===== config.mk =====
export PLATFORM = sky130hd
export DESIGN_NAME = lidar_scan_packet_parser_top
export DESIGN_NICKNAME = d
export VERILOG_FILES = /design/src/sv/lspp_pkg.sv /design/src/sv/lidar_scan_packet_parser_top.sv /design/src/sv/lspp_core.sv
export SDC_FILE = /design/constraint.sdc
export NUM_CORES = 1
export LEC_CHECK = 0
export ABC_AREA = 1
export BUFFER_PORTS_ARGS = -buffer_cell sky130_fd_sc_hd__buf_2
export CAP_MARGIN = 10
export CORE_MARGIN = 2
export CORE_UTILIZATION = 30
export DETAILED_ROUTE_END_ITERATION = 8
export PLACE_DENSITY = 0.54
export SLEW_MARGIN = 20
export SYNTH_ARGS = -nofsm -noshare
export SYNTH_HDL_FRONTEND = slang
export SYNTH_SLANG_ARGS = --single-unit

===== constraint.sdc =====
create_clock -name aclk -period 5.5 [get_ports aclk]
set_input_delay 1.65 -clock aclk [delete_from_list [all_inputs] [get_ports aclk]]
set_output_delay 1.65 -clock aclk [all_outputs]
set_load 0.02 [all_outputs]

===== src/sv/lspp_pkg.sv =====
`default_nettype none

package lspp_pkg;

    // Decoder phase
    typedef enum logic [1:0] {
        PH_IDLE,
        PH_DESC,
        PH_WAIT,
        PH_CAPTURE
    } phase_t;

    // Input action codes
    localparam logic [1:0] ACT_BYTE    = 2'd0;
    localparam logic [1:0] ACT_TIMEOUT = 2'd1;
    localparam logic [1:0] ACT_BEGIN   = 2'd2;

    // Result status codes
    localparam logic [1:0] ST_OK       = 2'd0;
    localparam logic [1:0] ST_SYNC_BAD = 2'd1;
    localparam logic [1:0] ST_SUM_BAD  = 2'd2;
    localparam logic [1:0] ST_BROKEN   = 2'd3;

    // Packet first-byte start flags (bits 1..0)
    localparam logic [1:0] FLAG_START    = 2'b01;
    localparam logic [1:0] FLAG_NO_START = 2'b10;

    // Descriptor checks
    localparam logic [7:0] DESC_SYNC = 8'hFF;
    localparam logic [7:0] DESC_SUM  = 8'hC4;
    localparam logic [2:0] DESC_SYNC_END = 3'd2;
    localparam logic [2:0] DESC_LEN      = 3'd7;

    // Packet layout
    localparam logic [2:0] PKT_LAST = 3'd4;

    // Capture limits
    localparam int          POINT_W    = 10;
    localparam logic [9:0]  MAX_POINTS = 10'd512;
    localparam logic [15:0] IDLE_LIMIT_RESET = 16'd1000;

    // Configuration register index (byte address 4*i)
    localparam logic REG_IDLE_LIMIT = 1'b0;

    // One result item
    typedef struct packed {
        logic                has_point;
        logic [14:0]         angle_q6;
        logic [15:0]         distance_q2;
        logic [7:0]          quality_byte;
        logic                scan_done;
        logic [1:0]          status;
        logic [POINT_W-1:0]  point_count;
    } result_t;

endpackage

`default_nettype wire


===== src/sv/lidar_scan_packet_parser_top.sv =====
// Scan measurement packet decoder.
//
// Input channel (s_*): one transaction per received byte. s_tuser carries the
// action (0 byte, 1 receive timeout taken as a zero byte, 2 begin a new scan),
// s_tdata the byte. A begin restarts the 7-byte descriptor check; the block
// then skips 5-byte packets until a start-of-scan packet and decodes points.
// Result channel (m_*): at most one transaction per input transaction, either
// a point (m_tuser has_point set) or the end of the scan (m_tlast set, with
// the status in m_tuser). A point that reaches the point limit is also last.
// Configuration: APB register 0 (address 0) is idle_limit, reset 1000; write
// it only while no transaction is in flight.
// Path: an input transaction is held in the input register, then decoded into
// the output register that drives m_tvalid and the result. Throughput is one
// transaction per cycle while m_tready stays high.
// Reset (aresetn low, synchronous) empties both registers and returns the
// decoder to idle, where bytes are dropped until a begin arrives.
// When m_tready is low the held result waits, the input register fills and
// s_tready drops once both stages are full; nothing is lost.
`default_nettype none

module lidar_scan_packet_parser_top (
    input  wire logic        aclk,
    input  wire logic        aresetn,
    // input stream
    input  wire logic        s_tvalid,
    output logic             s_tready,
    input  wire logic [7:0]  s_tdata,   // [7:0] rx_byte
    input  wire logic [1:0]  s_tuser,   // [1:0] action
    // result stream
    output logic             m_tvalid,
    input  wire logic        m_tready,
    output logic [55:0]      m_tdata,   // [14:0] angle_q6, [30:15] distance_q2,
                                        // [38:31] quality_byte, [48:39] point_count
    output logic [2:0]       m_tuser,   // [0] has_point, [2:1] status
    output logic             m_tlast,   // scan_done
    // configuration
    input  wire logic        psel,
    input  wire logic        penable,
    input  wire logic        pwrite,
    input  wire logic [2:0]  paddr,
    input  wire logic [31:0] pwdata,
    output logic [31:0]      prdata,
    output logic             pready
);

    logic        in_vld_reg;
    logic [1:0]  in_act_reg;
    logic [7:0]  in_byte_reg;
    logic        out_vld_reg;
    lspp_pkg::result_t out_reg;
    logic [15:0] idle_limit_reg;

    logic        out_free;
    logic        fire;
    logic        res_vld;
    lspp_pkg::result_t res;
    logic        cfg_wr;
    logic        reg_hit;

    assign out_free = !out_vld_reg || m_tready;
    assign fire     = in_vld_reg && out_free;
    assign s_tready = !in_vld_reg || fire;

    // Input register
    always_ff @(posedge aclk) begin
        if (!aresetn) begin
            in_vld_reg <= 1'b0;
        end else if (s_tready) begin
            in_vld_reg <= s_tvalid;
        end
    end

    always_ff @(posedge aclk) begin
        if (s_tvalid && s_tready) begin
            in_act_reg  <= s_tuser;
            in_byte_reg <= s_tdata;
        end
    end

    lspp_core u_core (
        .aclk       (aclk),
        .aresetn    (aresetn),
        .step_en    (fire),
        .step_act   (in_act_reg),
        .step_byte  (in_byte_reg),
        .idle_limit (idle_limit_reg),
        .res_vld    (res_vld),
        .res        (res)
    );

    // Output register
    always_ff @(posedge aclk) begin
        if (!aresetn) begin
            out_vld_reg <= 1'b0;
        end else if (out_free) begin
            out_vld_reg <= fire && res_vld;
        end
    end

    always_ff @(posedge aclk) begin
        if (fire && res_vld) begin
            out_reg <= res;
        end
    end

    assign m_tvalid = out_vld_reg;
    assign m_tdata  = {7'd0, out_reg.point_count, out_reg.quality_byte,
                       out_reg.distance_q2, out_reg.angle_q6};
    assign m_tuser  = {out_reg.status, out_reg.has_point};
    assign m_tlast  = out_reg.scan_done;

    // Configuration register
    assign pready  = 1'b1;
    assign reg_hit = (paddr[2] == lspp_pkg::REG_IDLE_LIMIT);
    assign cfg_wr  = psel && penable && pwrite && pready && reg_hit;
    assign prdata  = reg_hit ? {16'd0, idle_limit_reg} : 32'd0;

    always_ff @(posedge aclk) begin
        if (!aresetn) begin
            idle_limit_reg <= lspp_pkg::IDLE_LIMIT_RESET;
        end else if (cfg_wr) begin
            idle_limit_reg <= pwdata[15:0];
        end
    end

endmodule

`default_nettype wire


===== src/sv/lspp_core.sv =====
`default_nettype none

module lspp_core (
    input  wire logic             aclk,
    input  wire logic             aresetn,
    input  wire logic             step_en,
    input  wire logic [1:0]       step_act,
    input  wire logic [7:0]       step_byte,
    input  wire logic [15:0]      idle_limit,
    output logic                  res_vld,
    output lspp_pkg::result_t     res
);

    lspp_pkg::phase_t phase_reg, phase_next;
    logic [2:0]  byte_index_reg, byte_index_next;
    logic [7:0]  sync_or_reg, sync_or_next;
    logic [7:0]  check_xor_reg, check_xor_next;
    logic [15:0] idle_count_reg, idle_count_next;
    logic [9:0]  points_reg, points_next;
    logic [7:0]  pkt_reg [0:3];

    logic        is_data, is_begin;
    logic [7:0]  b;
    logic [2:0]  bi_inc;
    logic [16:0] idle_inc;
    logic [15:0] pkt_distance;
    logic [14:0] ang;
    logic        chk_ok;
    logic [9:0]  pts_inc;
    logic        pts_done;

    logic        end_scan;
    logic [1:0]  end_status;
    logic        take_pkt;
    logic        to_wait, to_capture;
    logic        idle_bump;
    logic        store_en;
    logic        emit;

    // Decode the step and precompute packet fields
    always_comb begin
        is_data  = step_en && (step_act == lspp_pkg::ACT_BYTE ||
                               step_act == lspp_pkg::ACT_TIMEOUT);
        is_begin = step_en && (step_act == lspp_pkg::ACT_BEGIN);
        b        = (step_act == lspp_pkg::ACT_BYTE) ? step_byte : 8'd0;
        bi_inc   = byte_index_reg + 3'd1;
        idle_inc = {1'b0, idle_count_reg} + 17'd1;
        pkt_distance = {b, pkt_reg[3]};
        ang      = {pkt_reg[2], pkt_reg[1][7:1]};
        chk_ok   = pkt_reg[1][0] && (pkt_distance != 16'd0);
        pts_inc  = points_reg + 10'd1;
        pts_done = (pts_inc >= lspp_pkg::MAX_POINTS);
    end

    // Work out what this byte does in the current phase
    always_comb begin
        end_scan        = 1'b0;
        end_status      = lspp_pkg::ST_OK;
        take_pkt        = 1'b0;
        to_wait         = 1'b0;
        to_capture      = 1'b0;
        idle_bump       = 1'b0;
        store_en        = 1'b0;
        byte_index_next = byte_index_reg;
        sync_or_next    = sync_or_reg;
        check_xor_next  = check_xor_reg;
        unique case (phase_reg)
            lspp_pkg::PH_DESC: begin
                if (byte_index_reg < lspp_pkg::DESC_SYNC_END) begin
                    sync_or_next = sync_or_reg | b;
                end else begin
                    check_xor_next = check_xor_reg ^ b;
                end
                byte_index_next = bi_inc;
                if (bi_inc == lspp_pkg::DESC_SYNC_END && sync_or_next != lspp_pkg::DESC_SYNC) begin
                    end_scan   = 1'b1;
                    end_status = lspp_pkg::ST_SYNC_BAD;
                end else if (bi_inc == lspp_pkg::DESC_LEN) begin
                    byte_index_next = 3'd0;
                    if (check_xor_next != lspp_pkg::DESC_SUM) begin
                        end_scan   = 1'b1;
                        end_status = lspp_pkg::ST_SUM_BAD;
                    end else begin
                        to_wait = 1'b1;
                    end
                end
            end
            lspp_pkg::PH_WAIT: begin
                if (byte_index_reg == 3'd0) begin
                    if (b == 8'd0) begin
                        if (idle_inc > {1'b0, idle_limit}) begin
                            end_scan = 1'b1;
                        end else begin
                            idle_bump = 1'b1;
                        end
                    end else begin
                        store_en        = 1'b1;
                        byte_index_next = 3'd1;
                    end
                end else if (byte_index_reg == lspp_pkg::PKT_LAST) begin
                    byte_index_next = 3'd0;
                    if (pkt_reg[0][1:0] == lspp_pkg::FLAG_START) begin
                        if (idle_count_reg >= idle_limit) begin
                            end_scan = 1'b1;
                        end else begin
                            to_capture = 1'b1;
                            take_pkt   = 1'b1;
                        end
                    end
                end else begin
                    store_en        = 1'b1;
                    byte_index_next = bi_inc;
                end
            end
            lspp_pkg::PH_CAPTURE: begin
                if (byte_index_reg == 3'd0) begin
                    if (b[1:0] != lspp_pkg::FLAG_NO_START) begin
                        end_scan = 1'b1;
                        if (b == 8'd0) begin
                            if (idle_inc < {1'b0, idle_limit}) begin
                                end_scan  = 1'b0;
                                idle_bump = 1'b1;
                            end
                        end else if (b[1:0] != lspp_pkg::FLAG_START) begin
                            end_status = lspp_pkg::ST_BROKEN;
                        end
                    end else begin
                        store_en        = 1'b1;
                        byte_index_next = 3'd1;
                    end
                end else if (byte_index_reg == lspp_pkg::PKT_LAST) begin
                    byte_index_next = 3'd0;
                    take_pkt        = 1'b1;
                end else begin
                    store_en        = 1'b1;
                    byte_index_next = bi_inc;
                end
            end
            lspp_pkg::PH_IDLE: begin
            end
        endcase
        emit = take_pkt && chk_ok;
    end

    // Next phase
    always_comb begin
        phase_next = phase_reg;
        priority if (is_begin) begin
            phase_next = lspp_pkg::PH_DESC;
        end else if (is_data) begin
            priority if (end_scan) begin
                phase_next = lspp_pkg::PH_IDLE;
            end else if (emit && pts_done) begin
                phase_next = lspp_pkg::PH_IDLE;
            end else if (to_capture) begin
                phase_next = lspp_pkg::PH_CAPTURE;
            end else if (to_wait) begin
                phase_next = lspp_pkg::PH_WAIT;
            end else begin
                phase_next = phase_reg;
            end
        end else begin
            phase_next = phase_reg;
        end
    end

    // Build the result transaction
    always_comb begin
        res_vld          = is_data && (end_scan || emit);
        res.has_point    = emit && !end_scan;
        res.angle_q6     = '0;
        res.distance_q2  = '0;
        res.quality_byte = '0;
        res.scan_done    = 1'b1;
        res.status       = end_status;
        res.point_count  = points_reg;
        if (!end_scan) begin
            res.angle_q6     = ang;
            res.distance_q2  = pkt_distance;
            res.quality_byte = pkt_reg[0];
            res.scan_done    = pts_done;
            res.status       = lspp_pkg::ST_OK;
            res.point_count  = pts_inc;
        end
    end

    // Counter next values
    always_comb begin
        idle_count_next = idle_count_reg;
        points_next     = points_reg;
        if (idle_bump) begin
            idle_count_next = idle_inc[15:0];
        end
        if (emit) begin
            points_next = pts_inc;
        end
    end

    // Advance decoder state
    always_ff @(posedge aclk) begin
        if (!aresetn) begin
            phase_reg      <= lspp_pkg::PH_IDLE;
            byte_index_reg <= 3'd0;
            sync_or_reg    <= 8'd0;
            check_xor_reg  <= 8'd0;
            idle_count_reg <= 16'd0;
            points_reg     <= 10'd0;
        end else if (is_begin) begin
            phase_reg      <= phase_next;
            byte_index_reg <= 3'd0;
            sync_or_reg    <= 8'd0;
            check_xor_reg  <= 8'd0;
            idle_count_reg <= 16'd0;
            points_reg     <= 10'd0;
        end else if (is_data) begin
            phase_reg      <= phase_next;
            byte_index_reg <= byte_index_next;
            sync_or_reg    <= sync_or_next;
            check_xor_reg  <= check_xor_next;
            idle_count_reg <= idle_count_next;
            points_reg     <= points_next;
        end
    end

    // Hold packet bytes 0..3; byte 4 is used straight from the input
    always_ff @(posedge aclk) begin
        if (is_data && store_en) begin
            pkt_reg[byte_index_reg[1:0]] <= b;
        end
    end

    // Checks
    a_points_bound: assert property (@(posedge aclk) disable iff (!aresetn)
        points_reg <= lspp_pkg::MAX_POINTS)
        else $error("point count passed the maximum");

    a_desc_index: assert property (@(posedge aclk) disable iff (!aresetn)
        byte_index_reg < lspp_pkg::DESC_LEN)
        else $error("byte index out of range");

    a_pkt_index: assert property (@(posedge aclk) disable iff (!aresetn)
        (phase_reg == lspp_pkg::PH_WAIT || phase_reg == lspp_pkg::PH_CAPTURE)
        |-> byte_index_reg <= lspp_pkg::PKT_LAST)
        else $error("packet byte index out of range");

    a_done_idle: assert property (@(posedge aclk) disable iff (!aresetn)
        (res_vld && res.scan_done) |=> phase_reg == lspp_pkg::PH_IDLE)
        else $error("scan end did not return to idle");

    a_point_ok: assert property (@(posedge aclk) disable iff (!aresetn)
        (res_vld && res.has_point) |-> (res.status == lspp_pkg::ST_OK &&
                                         res.distance_q2 != 16'd0))
        else $error("point result with bad status or zero distance");

endmodule

`default_nettype wire


==> results of run 1 <==
## synth_stat cells (all sizes together), types with 14 or more instances
| cell type | instances |
|---|---|
| ha | 39 |
| dfxtp | 65 |
| a21oi | 49 |
| clkbuf | 14 |
| buf | 35 |
| nand3 | 28 |
| nand2 | 131 |
| edfxtp | 95 |
| nor2 | 128 |
| o21ai | 59 |
| xor2 | 17 |
| inv | 121 |
## worst max-delay path: stages (launching register included)
cell	delay (ns)
dfxtp_1	0.38
ha_1	0.21
nand2_1	0.08
nor2_1	0.27
nand3_1	0.20
nor3_1	0.33
nand2_1	0.12
xnor2_1	0.17
ha_1	0.30
nand2_1	0.08
nor2_1	0.13
a21boi_0	0.20
nor2_1	0.09
nand3_1	0.13
nand2_1	0.06
nand2_1	0.06
nor2_1	0.03
nand2_1	0.06
nand2_2	0.26
o21ai_4	0.83
buf_12	0.28
## report_power, final
| group | internal, mW | switching [mW] |
|---|---|---|
| Sequential | 1.27 | 0.00744 |
| Combinational | 0.0326 | 0.0883 |
| Clock | 0.638 | 0.521 |
| Total | 1.94 | 0.616 |
## metrics by stage
stage,cell area (um2),hold WS (ns),utilization (%)
floorplan,7880,0.463,-
global placement,8580,0.474,33.3
detailed placement,8580,0.481,33.3
CTS,9160,0.496,35.6
global route,9160,0.506,35.6
finish,9160,0.491,35.6
## cells by family (layout without fill, tap and decap cells)
group,Yosys count,count (layout),synth area share [%]
DFF,160,160,53.3
AOI/OAI and AO/OA,152,152,11.5
xor gates and xnor gates,24,24,2.70
buffers and inverters,172,265,9.90
and+or+nand+nor,307,307,16.3
adders and majority gates,39,39,6.26
other,2,24,0.0963
## layout make-up
class | instances | area [um2]
multi-input cells | 546 | 2970
fillers | 2636 | 16600
well taps | 335 | 419
flip-flops and latches | 160 | 4150
inverters | 123 | 462
repair buffers | 110 | 578
clock inverters | 15 | 153
clock buffers | 17 | 425
## metal layers
metal,track usage (%),share of wire [%],vias to the layer above
met5,0,0,-
met4,4.78,1.3,0
met3,2.25,3.8,13
met2,19.8,43,109
met1,17.9,51,2558
li1,-,-,2977
## final timing paths
check,startpoint,end,slack (ns),depth (start not counted)
min,u_core.sync_or_reg[4]$_SDFFE_PP0P_,u_core.sync_or_reg[4]$_SDFFE_PP0P_,0.49,1
min reg2reg,u_core.sync_or_reg[4]$_SDFFE_PP0P_,u_core.sync_or_reg[4]$_SDFFE_PP0P_,0.49,1
max reg2reg,u_core.idle_count_reg[1]$_SDFFE_PP0P_,m_tdata[41]$_DFFE_PP_,0.90,20
max,u_core.idle_count_reg[1]$_SDFFE_PP0P_,m_tdata[41]$_DFFE_PP_,0.90,20
## cells in the final DEF, fill, tap and decap left out, types with 2 or more instances in the layout
cell and n:
a211oi_1 9, a21oi_1 49, a31oi_1 3, buf_2 104, buf_4 5, clkbuf_16 17
clkinv_1 3, clkinv_2 2, clkinv_4 4, conb_1 24, dfxtp_1 65, edfxtp_1 95
ha_1 39, inv_1 120, inv_6 4, inv_8 2, nand2_1 127, nand2_4 3
nand3_1 26, nand3_2 2, nand4_1 5, nor2_1 126, nor3_1 6, nor4_1 4
o211a_1 8, o211ai_1 6, o21ai_0 58, o21bai_1 13, xnor2_1 7, xor2_1 17
==> reports/qor.csv, run 1 <==
stage,metric,value,unit
die,Chip Height,165,um
synthesis,sequential fraction of the synthesis area,53.3,%
route,DRC,0,
worst_setup_path,Critical Path End Type,flip-flop,
pwr,Total Power,2.56,mW
sta,unrepaired setup endpoints after global routing,false,
sta,final hold vios,0,
pwr,maximum vdd drop,0.198,mV
layout,share of cells above drive strength 1,15.7,%
synthesis,mapped cell area,7800,um2
route,Vias,5657,
clock_tree,CTS tree,yes,
clock_tree,"Clk pin slew, worst setup/hold paths",0.07,ns
layout,Post-Layout Cell Count,1306,
clock_tree,CTS Root Cell,clkbuf_16,
worst_setup_path,WS Path Type,flip-flop to flip-flop,
clock_tree,number of hold buffers added after cts,0,
clock_tree,post-CTS setup buffer count,0,
route,vias per inst,4.33,
job,max-cap violations,0,
placed_design,Port Buf Inserts,104,
grt,number of global-route vias before repair,5364,
synthesis,post-synthesis cell type count,43,
die,IO Pins,147,
worst_setup_path,CP Max Fanout,28,
die,die area,27300,um2
synthesis,synthesized instance count,856,
route,Final ANT Viol Nets,0,
clock_tree,# H-tree levels,4,
route,total length of routed wires,16700,um
synthesis,synth warn,0,
worst_setup_path,Startpoint Class,flip-flop,
route,DR pass1 iterations,4,
pwr,leakage power,4.12,nW
pwr,pwr dens,280,nW/um2
synthesis,Synth Flop Type,edfxtp_1,
synthesis,Synth area leaders,"edfxtp_1, dfxtp_1, ha_1, nand2_1, nor2_1",
die,chip width,165,um
placed_design,"worst slack, placed",0.912,ns
clock_tree,CTS Sinks,160,
worst_setup_path,critical path required time,5.61,ns
clock_tree,Num CTS Buffers,17,
synthesis,Async SR Flop Fraction,0,%
sta,Final setup violation count,0,
die,core area,25800,um2
layout,final net count,1049,
clock_tree,post-CTS sizing,0,
die,Rows,59,
layout,area grow syn2layout,17.5,%
synthesis,register bit total from synthesis,160,
placed_design,gpl congestion,0.838,
run_status,outcome,finished clean,
placed_design,Post-Place Cells,1274,
die,Starting Density,30.3,%
synthesis,Mean Syn Cell Area,9.11,um2
grt,All-Layer GR Usage,12.8,%
sta,Final period util,83.6,%
grt,largest net degree at the start of global routing,29,
synthesis,Yosys top cell by area,edfxtp_1,
sta,clk_skew,0.0149,ns
worst_setup_path,Worst EP arrival,4.71,ns
sta,Rel. slew slack,36.8,%
layout,ANT cells,0,
synthesis,post-synth top area share,36.6,%
clock_tree,Worst-Skew Late Latency,0.43,ns
layout,number of flip-flops in the largest register,49,
grt,GR Overflow Total,0,
sta,Final TNS setup,0,ns
synthesis,Post-synth EDFFs,95,
clock_tree,Max Root-Sink Buffers,2,
grt,initial antenna violation count,0,
placed_design,dpl hpwl,12200,um
sta,minimum clock period,4.60,ns
sta,Final Max Slew Viols,0,
route,initial DRC count,252,
min_path,Hold Path Class,flip-flop to flip-flop,
route,drt wl/cell,12.8,um
grt,first-pass GRT wire length,27000,um
sta,Least-Margin Pin Slew,0.944,ns
sta,Setup WS post-layout,0.903,ns
sta,FMAX,0.218,GHz
(Power assumes the default switching activity.)
==> run 2, diff against run 1 <==
Settings changed: ABC_AREA 1 to 0.
Clock period 5.5 ns to 4.4 ns, I/O delays scaled along.
==> run 2 against run 1 <==
The run now ends with design-rule violations left. Core utilization increased by 1.1 points. Clock power grew 27%. Hold slack worse by 0.028 ns. Clock skew decreased by 0.0026 ns. Count of clock-buffer cells in the layout stayed put. Die area increased by 2.6%. Maximum frequency increased by 15%. Flip-flop and latch count did not move. Sequential share of layout area is 1.9 points lower. Sequential power up 27%. Critical endpoint is now m_tdata[40]$_DFFE_PP_. Largest cell class unchanged.
==> reports/qor.csv, run 2 <==
stage,metric,value,unit,change
sta,Least-Margin Pin Slew,0.870,ns,-0.0747 ns
sta,worst hold slack,0.463,ns,-0.0279 ns
synthesis,mapped cell area,8010,um2,+2.6%
placed_design,Post-Place Cell Area,8950,um2,+4.2%
grt,number of global-route vias before repair,5471,,+2.0%
worst_setup_path,worst-case reg-to-reg path depth,15,,-25%
route,total length of routed wires,18400,um,+9.9%
pwr,Total Power,3.23,mW,+26%
job,max-cap violations,0,,unchanged
route,Vias,5813,,+2.8%
route,vias per inst,4.68,,+8.1%
worst_setup_path,Worst EP arrival,4.19,ns,-0.52 ns
synthesis,Synth area leaders,"edfxtp_1, dfxtp_1, ha_1, nor2_1, and2_1",,
die,die area,28000,um2,+2.6%
grt,gr busiest metal,met2,,
die,Chip Height,167,um,+1.3%
route,drt wl/cell,14.8,um,+16%
worst_setup_path,Critical Path End Type,flip-flop,,
synthesis,post-synthesis cell type count,64,,+49%
worst_setup_path,R2R Setup Slk,0.39,ns,-0.51 ns
die,Starting Density,30.6,%,+0.36 points
clock_tree,# H-tree levels,4,,unchanged
clock_tree,Worst-Skew Late Latency,0.43,ns,about the same
grt,GR Overflow Total,0,,unchanged
sta,Final TNS setup,0,ns,unchanged
layout,final net count,984,,-6.2%
synthesis,synth warn,0,,unchanged
run_status,failing checks,design-rule violations,,
worst_setup_path,CP Max Fanout,5,,-82%
synthesis,largest family of logic cells by synthesized area,simple AND/OR/NAND/NOR gates,,
clock_tree,CTS Root Cell,clkbuf_16,,
clock_tree,Num CTS Buffers,17,,unchanged
layout,Post-Layout Cell Count,1241,,-5.0%
grt,met2 GRT Util,21.6,%,+1.9 points
die,IO Pins,147,,unchanged
placed_design,dpl hpwl,13500,um,+9.9%
route,initial DRC count,414,,+64%
clock_tree,Max Root-Sink Buffers,2,,unchanged
sta,FMAX,0.249,GHz,+15%
synthesis,register bit total from synthesis,160,,unchanged
layout,most frequent cells in the layout,"buf_2, edfxtp_1, nor2_1",,
placed_design,Post-Place Cells,1209,,-5.1%
sta,final hold vios,0,,unchanged
route,DR pass1 iterations,7,,+3
grt,initial antenna violation count,1,,+1
synthesis,XOR/XNOR Fraction of Synth Area,5.25,%,+2.6 points
run_status,outcome,"complete, but fails checks",,
layout,share of cells above drive strength 1,20.1,%,+4.4 points
clock_tree,CTS Sinks,160,,unchanged
synthesis,post-synth top area share,35.6,%,-0.94 points
worst_setup_path,Startpoint Class,flip-flop,,
die,Rows,59,,unchanged
layout,filler cell count,2634,,-0.076%
sta,Final setup violation count,0,,unchanged
min_path,Hold Path Class,flip-flop to flip-flop,,
grt,largest net degree at the start of global routing,40,,+38%
synthesis,Mean Syn Cell Area,10.3,um2,+13%
route,Final ANT Viol Nets,0,,unchanged
synthesis,Synth Flop Type,edfxtp_1,,
worst_setup_path,critical path required time,4.58,ns,-1.03 ns
clock_tree,"Clk pin slew, worst setup/hold paths",0.07,ns,about the same
synthesis,Post-synth EDFFs,95,,unchanged
placed_design,gpl congestion,0.830,,-0.94%
synthesis,post-synthesis mux area share,0.438,%,+0.44 points
placed_design,Port Buf Inserts,104,,unchanged
sta,Rel. slew slack,41.8,%,+5.0 points
synthesis,Synth top cells by count,"edfxtp_1, nor2_1, dfxtp_1, nand2_1, a21oi_1",,
layout,cell area after layout,9570,um2,+4.5%
sta,minimum clock period,4.01,ns,-0.586 ns
sta,Final Max Slew Viols,0,,unchanged
worst_setup_path,WS Path Type,flip-flop to flip-flop,,
layout,number of flip-flops in the largest register,49,,unchanged
pwr,pwr dens,338,nW/um2,+21%
synthesis,"count leader, synth",edfxtp_1,,
synthesis,Yosys top cell by area,edfxtp_1,,
layout,area grow syn2layout,19.6,%,
synthesis,Compound-Gate Fraction of Synth Area,12.4,%,+0.97 points
layout,"most common cell after layout, fill and taps aside",buf_2,,
sta,clk_skew,0.0123,ns,-0.00260 ns
synthesis,simple-gate share of the synthesized area,18.3,%,+2.0 points
grt,All-Layer GR Usage,13.2,%,+0.42 points
grt,met3 usage,2.84,%,+0.59 points
layout,ANT cells,0,,unchanged
clock_tree,CTS tree,yes,,
synthesis,Post-Synth Adder-Cell Area,6.10,%,-0.16 points
min_path,hold-critical path depth,2,,+1
die,chip width,167,um,+1.3%
synthesis,sequential fraction of the synthesis area,51.9,%,-1.4 points
grt,M1 GR Usage,17.7,%,-0.12 points
die,core area,26100,um2,+1.4%
sta,unrepaired setup endpoints after global routing,false,,
pwr,maximum vdd drop,0.212,mV,+6.8%
synthesis,Async SR Flop Fraction,0,%,unchanged
grt,first-pass GRT wire length,29200,um,+8.3%
sta,Final period util,91.2,%,+7.6 points
route,DRC,13,,+13
synthesis,synthesized instance count,775,,-9.5%
pwr,leakage power,3.79,nW,-8.1%
run 2: report_power, final:
part	total [mW]	switching, mW	internal, mW
logic	0.150	0.104	0.0460
registers	1.62	0.0257	1.59
clock network	1.47	0.703	0.763
run 2: area by class of cell:
type                            instances  area (um2)  area share [%]
Sequential cell                       160        4150            43.4
Multi-Input combinational cell        550        3550            37.0
Timing Repair Buffer                  129         733            7.66
Clock buffer                           17         425            4.44
Tap cell                              335         419            4.38
Clock inverter                         15         164            1.71
Inverter                               35         131            1.37
run 2: through the flow:
stage	util, %	setup WS, ns
3_3_place_gp	34.2	0.0268
2_1_floorplan	-	0.151
5_1_grt	36.6	0.0103
4_1_cts	36.5	0.00805
3_5_place_dp	34.2	0.0529
6_report	36.6	0.389
run 2: critical path: stages (launching register included):
cell and delay [ns]:
dfxtp_1 0.41, nand3_1 0.16, nor4_2 0.33, and3_1 0.26, and3_1 0.20, nand2_1 0.07
xnor2_1 0.13, ha_1 0.30, nand3_1 0.19, nor4_4 0.35, nor4b_2 0.23, buf_4 0.16
o31ai_1 0.07, a211oi_2 0.31, a21o_2 0.27, mux2_4 0.31
run 2: logic make-up (layout without fill, tap and decap cells):
logic type,after synthesis,in the layout
muxes,3,3
buffers and inverters,87,196
AOI/OAI and AO/OA,147,147
other,2,24
DFF,160,160
and+or+nand+nor,289,289
xor gates and xnor gates,48,48
adders and majority gates,39,39
run 2: final timing paths:
path,from,to
max,u_core.idle_count_reg[0]$_SDFFE_PP0P_,m_tdata[40]$_DFFE_PP_
min,idle_limit_reg[13]$_SDFFE_PN0P_,idle_limit_reg[13]$_SDFFE_PN0P_
max reg2reg,u_core.idle_count_reg[0]$_SDFFE_PP0P_,m_tdata[40]$_DFFE_PP_
min reg2reg,idle_limit_reg[13]$_SDFFE_PN0P_,idle_limit_reg[13]$_SDFFE_PN0P_
run 2: what timing repair did:
action	in CTS	in global routing
hold buffers	0	0
setup buffers	0	0
endpoints found under the setup margin	0	106
resized for setup	0	6
run 2: routing by layer:
layer / vias to the layer above / wire length, um / part of all wire [%]
li1: 2957 / - / -
met1: 2714 / 8910 / 48
met2: 124 / 8590 / 47
met3: 16 / 696 / 3.8
met4: 2 / 178 / 0.97
met5: - / 7 / 0.038
==> run 3, diff against run 2 <==
Settings changed: CORE_UTILIZATION 30 to 56, PLACE_DENSITY 0.54 to 0.86.
==> run 3 against run 2 <==
The run now ends clean. Via count up 5.0%. Total power about the same. Final cell count down 13%. Global-route usage grew 10 points. Critical path type unchanged. Largest power group unchanged.
==> reports/qor.csv, run 3 (synthesis gave the netlist of run 2 again) <==
stage,metric,value,unit,change
route,drt wl/cell,16.1,um,+8.8%
sta,clk_skew,0.0110,ns,-0.00127 ns
clock_tree,# H-tree levels,4,,unchanged
sta,final hold vios,0,,unchanged
die,core area,13900,um2,-47%
clock_tree,CTS tree,yes,,
layout,filler cell count,1008,,-62%
route,DRC,0,,-13
sta,Final setup violation count,0,,unchanged
sta,Least-Margin Pin Slew,0.740,ns,-0.130 ns
route,total length of routed wires,17500,um,-5.0%
worst_setup_path,worst flop-to-flop path startpoint,u_core.idle_count_reg[0]$_SDFFE_PP0P_,,
sta,Final Max Slew Viols,0,,unchanged
placed_design,dpl hpwl,12100,um,-10%
sta,Final TNS setup,0,ns,unchanged
grt,initial antenna violation count,0,,-1
layout,register area,4160,um2,about the same
job,max-cap violations,0,,unchanged
layout,"most common cell after layout, fill and taps aside",buf_2,,
clock_tree,number of hold buffers added after cts,0,,unchanged
layout,ANT cells,0,,unchanged
route,vias per inst,5.64,,+20%
layout,final net count,981,,-0.30%
layout,area grow syn2layout,17.3,%,
layout,number of flip-flops in the largest register,49,,unchanged
clock_tree,"Clk pin slew, worst setup/hold paths",0.06,ns,about the same
run_status,outcome,finished clean,,
sta,FMAX,0.240,GHz,-3.7%
worst_setup_path,WS Path Type,flip-flop to flip-flop,,
grt,largest net degree at the start of global routing,35,,-13%
worst_setup_path,Worst EP arrival,4.34,ns,+0.15 ns
worst_setup_path,Critical Path End Type,flip-flop,,
placed_design,Port Buf Inserts,104,,unchanged
layout,most frequent cells in the layout,"buf_2, edfxtp_1, nor2_1",,
worst_setup_path,Crit Reg-Reg Endpoint,m_tdata[44]$_DFFE_PP_,,
die,Starting Density,57.4,%,+27 points
pwr,pwr dens,344,nW/um2,+2.0%
die,chip width,124,um,-26%
die,IO Pins,147,,unchanged
grt,All-Layer GR Usage,23.6,%,+10 points
route,Final ANT Viol Nets,0,,unchanged
layout,area of the multi-input gates,3570,um2,+0.64%
die,Chip Height,124,um,-26%
die,die area,15300,um2,-45%
min_path,hold-critical path depth,2,,unchanged
clock_tree,Max Root-Sink Buffers,2,,unchanged
grt,first-pass GRT wire length,27400,um,-6.1%
layout,share of cells above drive strength 1,19.9,%,-0.15 points
worst_setup_path,worst-case reg-to-reg path depth,17,,+2
pwr,maximum vdd drop,0.235,mV,+11%
sta,minimum clock period,4.16,ns,+0.154 ns
min_path,min-delay src,idle_limit_reg[1]$_SDFFE_PN0P_,,
route,initial DRC count,714,,+72%
die,Rows,43,,-27%
route,Vias,6103,,+5.0%
worst_setup_path,R2R Setup Slk,0.24,ns,-0.15 ns
clock_tree,CTS Sinks,160,,unchanged
clock_tree,Num CTS Buffers,17,,unchanged
min_path,Worst Hold Endpoint,idle_limit_reg[1]$_SDFFE_PN0P_,,
clock_tree,CTS Root Cell,clkbuf_16,,
placed_design,gpl congestion,0.886,,+6.7%
worst_setup_path,Startpoint Class,flip-flop,,
sta,Final period util,94.6,%,+3.5 points
route,DR pass1 iterations,5,,-2
pwr,leakage power,3.81,nW,+0.52%
worst_setup_path,CP Max Fanout,29,,+24
pwr,Total Power,3.24,mW,about the same
worst_setup_path,critical path required time,4.58,ns,about the same
clock_tree,Worst-Skew Late Latency,0.43,ns,about the same
min_path,Hold Path Class,flip-flop to flip-flop,,
grt,number of global-route vias before repair,5662,,+3.5%
sta,Rel. slew slack,50.6,%,+8.8 points
grt,GR Overflow Total,0,,unchanged
==> run 3: metrics by stage <==
step	area, um2	setup slack (ns)	hold slack, ns	std cells	utilization [%]
final	9390	0.236	0.463	1083	67.4
after global routing	9390	-0.0447	0.489	1083	67.4
after CTS	9330	0.0504	0.468	1082	67.0
after detailed placement	8720	-0.00773	0.459	1050	62.6
after global placement	8720	0.209	0.445	1050	62.6
after floorplan	8100	0.151	0.438	797	-
==> run 3: worst max-delay path by stage <==
stage	from	end	slack, ns
2_1_floorplan	u_core.idle_count_reg[4]$_SDFFE_PP0P_	m_tdata[0]$_SDFFCE_PP0P_	0.15
3_3_place_gp	u_core.idle_count_reg[5]$_SDFFE_PP0P_	m_tdata[13]$_SDFFCE_PP0P_	0.21
3_5_place_dp	u_core.idle_count_reg[5]$_SDFFE_PP0P_	m_tdata[8]$_SDFFCE_PP0P_	-0.008
4_1_cts	u_core.idle_count_reg[5]$_SDFFE_PP0P_	m_tdata[8]$_SDFFCE_PP0P_	0.05
5_1_grt	u_core.idle_count_reg[0]$_SDFFE_PP0P_	m_tdata[44]$_DFFE_PP_	-0.04
6_report	u_core.idle_count_reg[0]$_SDFFE_PP0P_	m_tdata[44]$_DFFE_PP_	0.24
==> run 3: where the power goes <==
group / leakage (nW) / total [mW] / internal [mW] / switching, mW
logic: 2.09 / 0.152 / 0.0466 / 0.105
clock network: 0.293 / 1.47 / 0.812 / 0.654
registers: 1.42 / 1.62 / 1.59 / 0.0247
total: 3.81 / 3.24 / 2.45 / 0.784
==> run 3: what timing repair did <==
item / 4_1_cts / 5_1_grt
pin swaps: 0 / 1
buffers inserted: 0 / 1
cloned: 0 / 0
resized for setup: 3 / 9
setup endpoints to repair: 88 / 106
==> run 3: layer usage <==
layer	track usage, %	vias to the layer above	wire [um]	share of wire [%]
met5	0	-	0	0
met4	9.59	0	457	2.6
met3	5.17	41	1150	6.6
met2	39.0	252	8670	50
met1	30.0	2866	7190	41
li1	-	2944	-	-
==> run 3: worst max-delay path, stage by stage (launching register included) <==
cell and delay (ns):
dfxtp_1 0.40, ha_2 0.25, nand4_1 0.18, nor2_1 0.17, nand2_1 0.10, nor2_1 0.15
nand3_1 0.14, xnor2_1 0.16, ha_1 0.33, nand4_1 0.17, nor4_4 0.38, nor4b_4 0.28
buf_4 0.17, o31ai_1 0.07, a211oi_2 0.31, a21o_2 0.29, a21oi_4 0.13, buf_12 0.21
==> run 3: layout make-up <==
class	instances	area share (%)
repair buffers	126	7.61
well taps	180	2.40
multi-input cells	550	38.0
clock inverters	14	1.80
flip-flops and latches	160	44.2
clock buffers	18	4.57
inverters	35	1.40
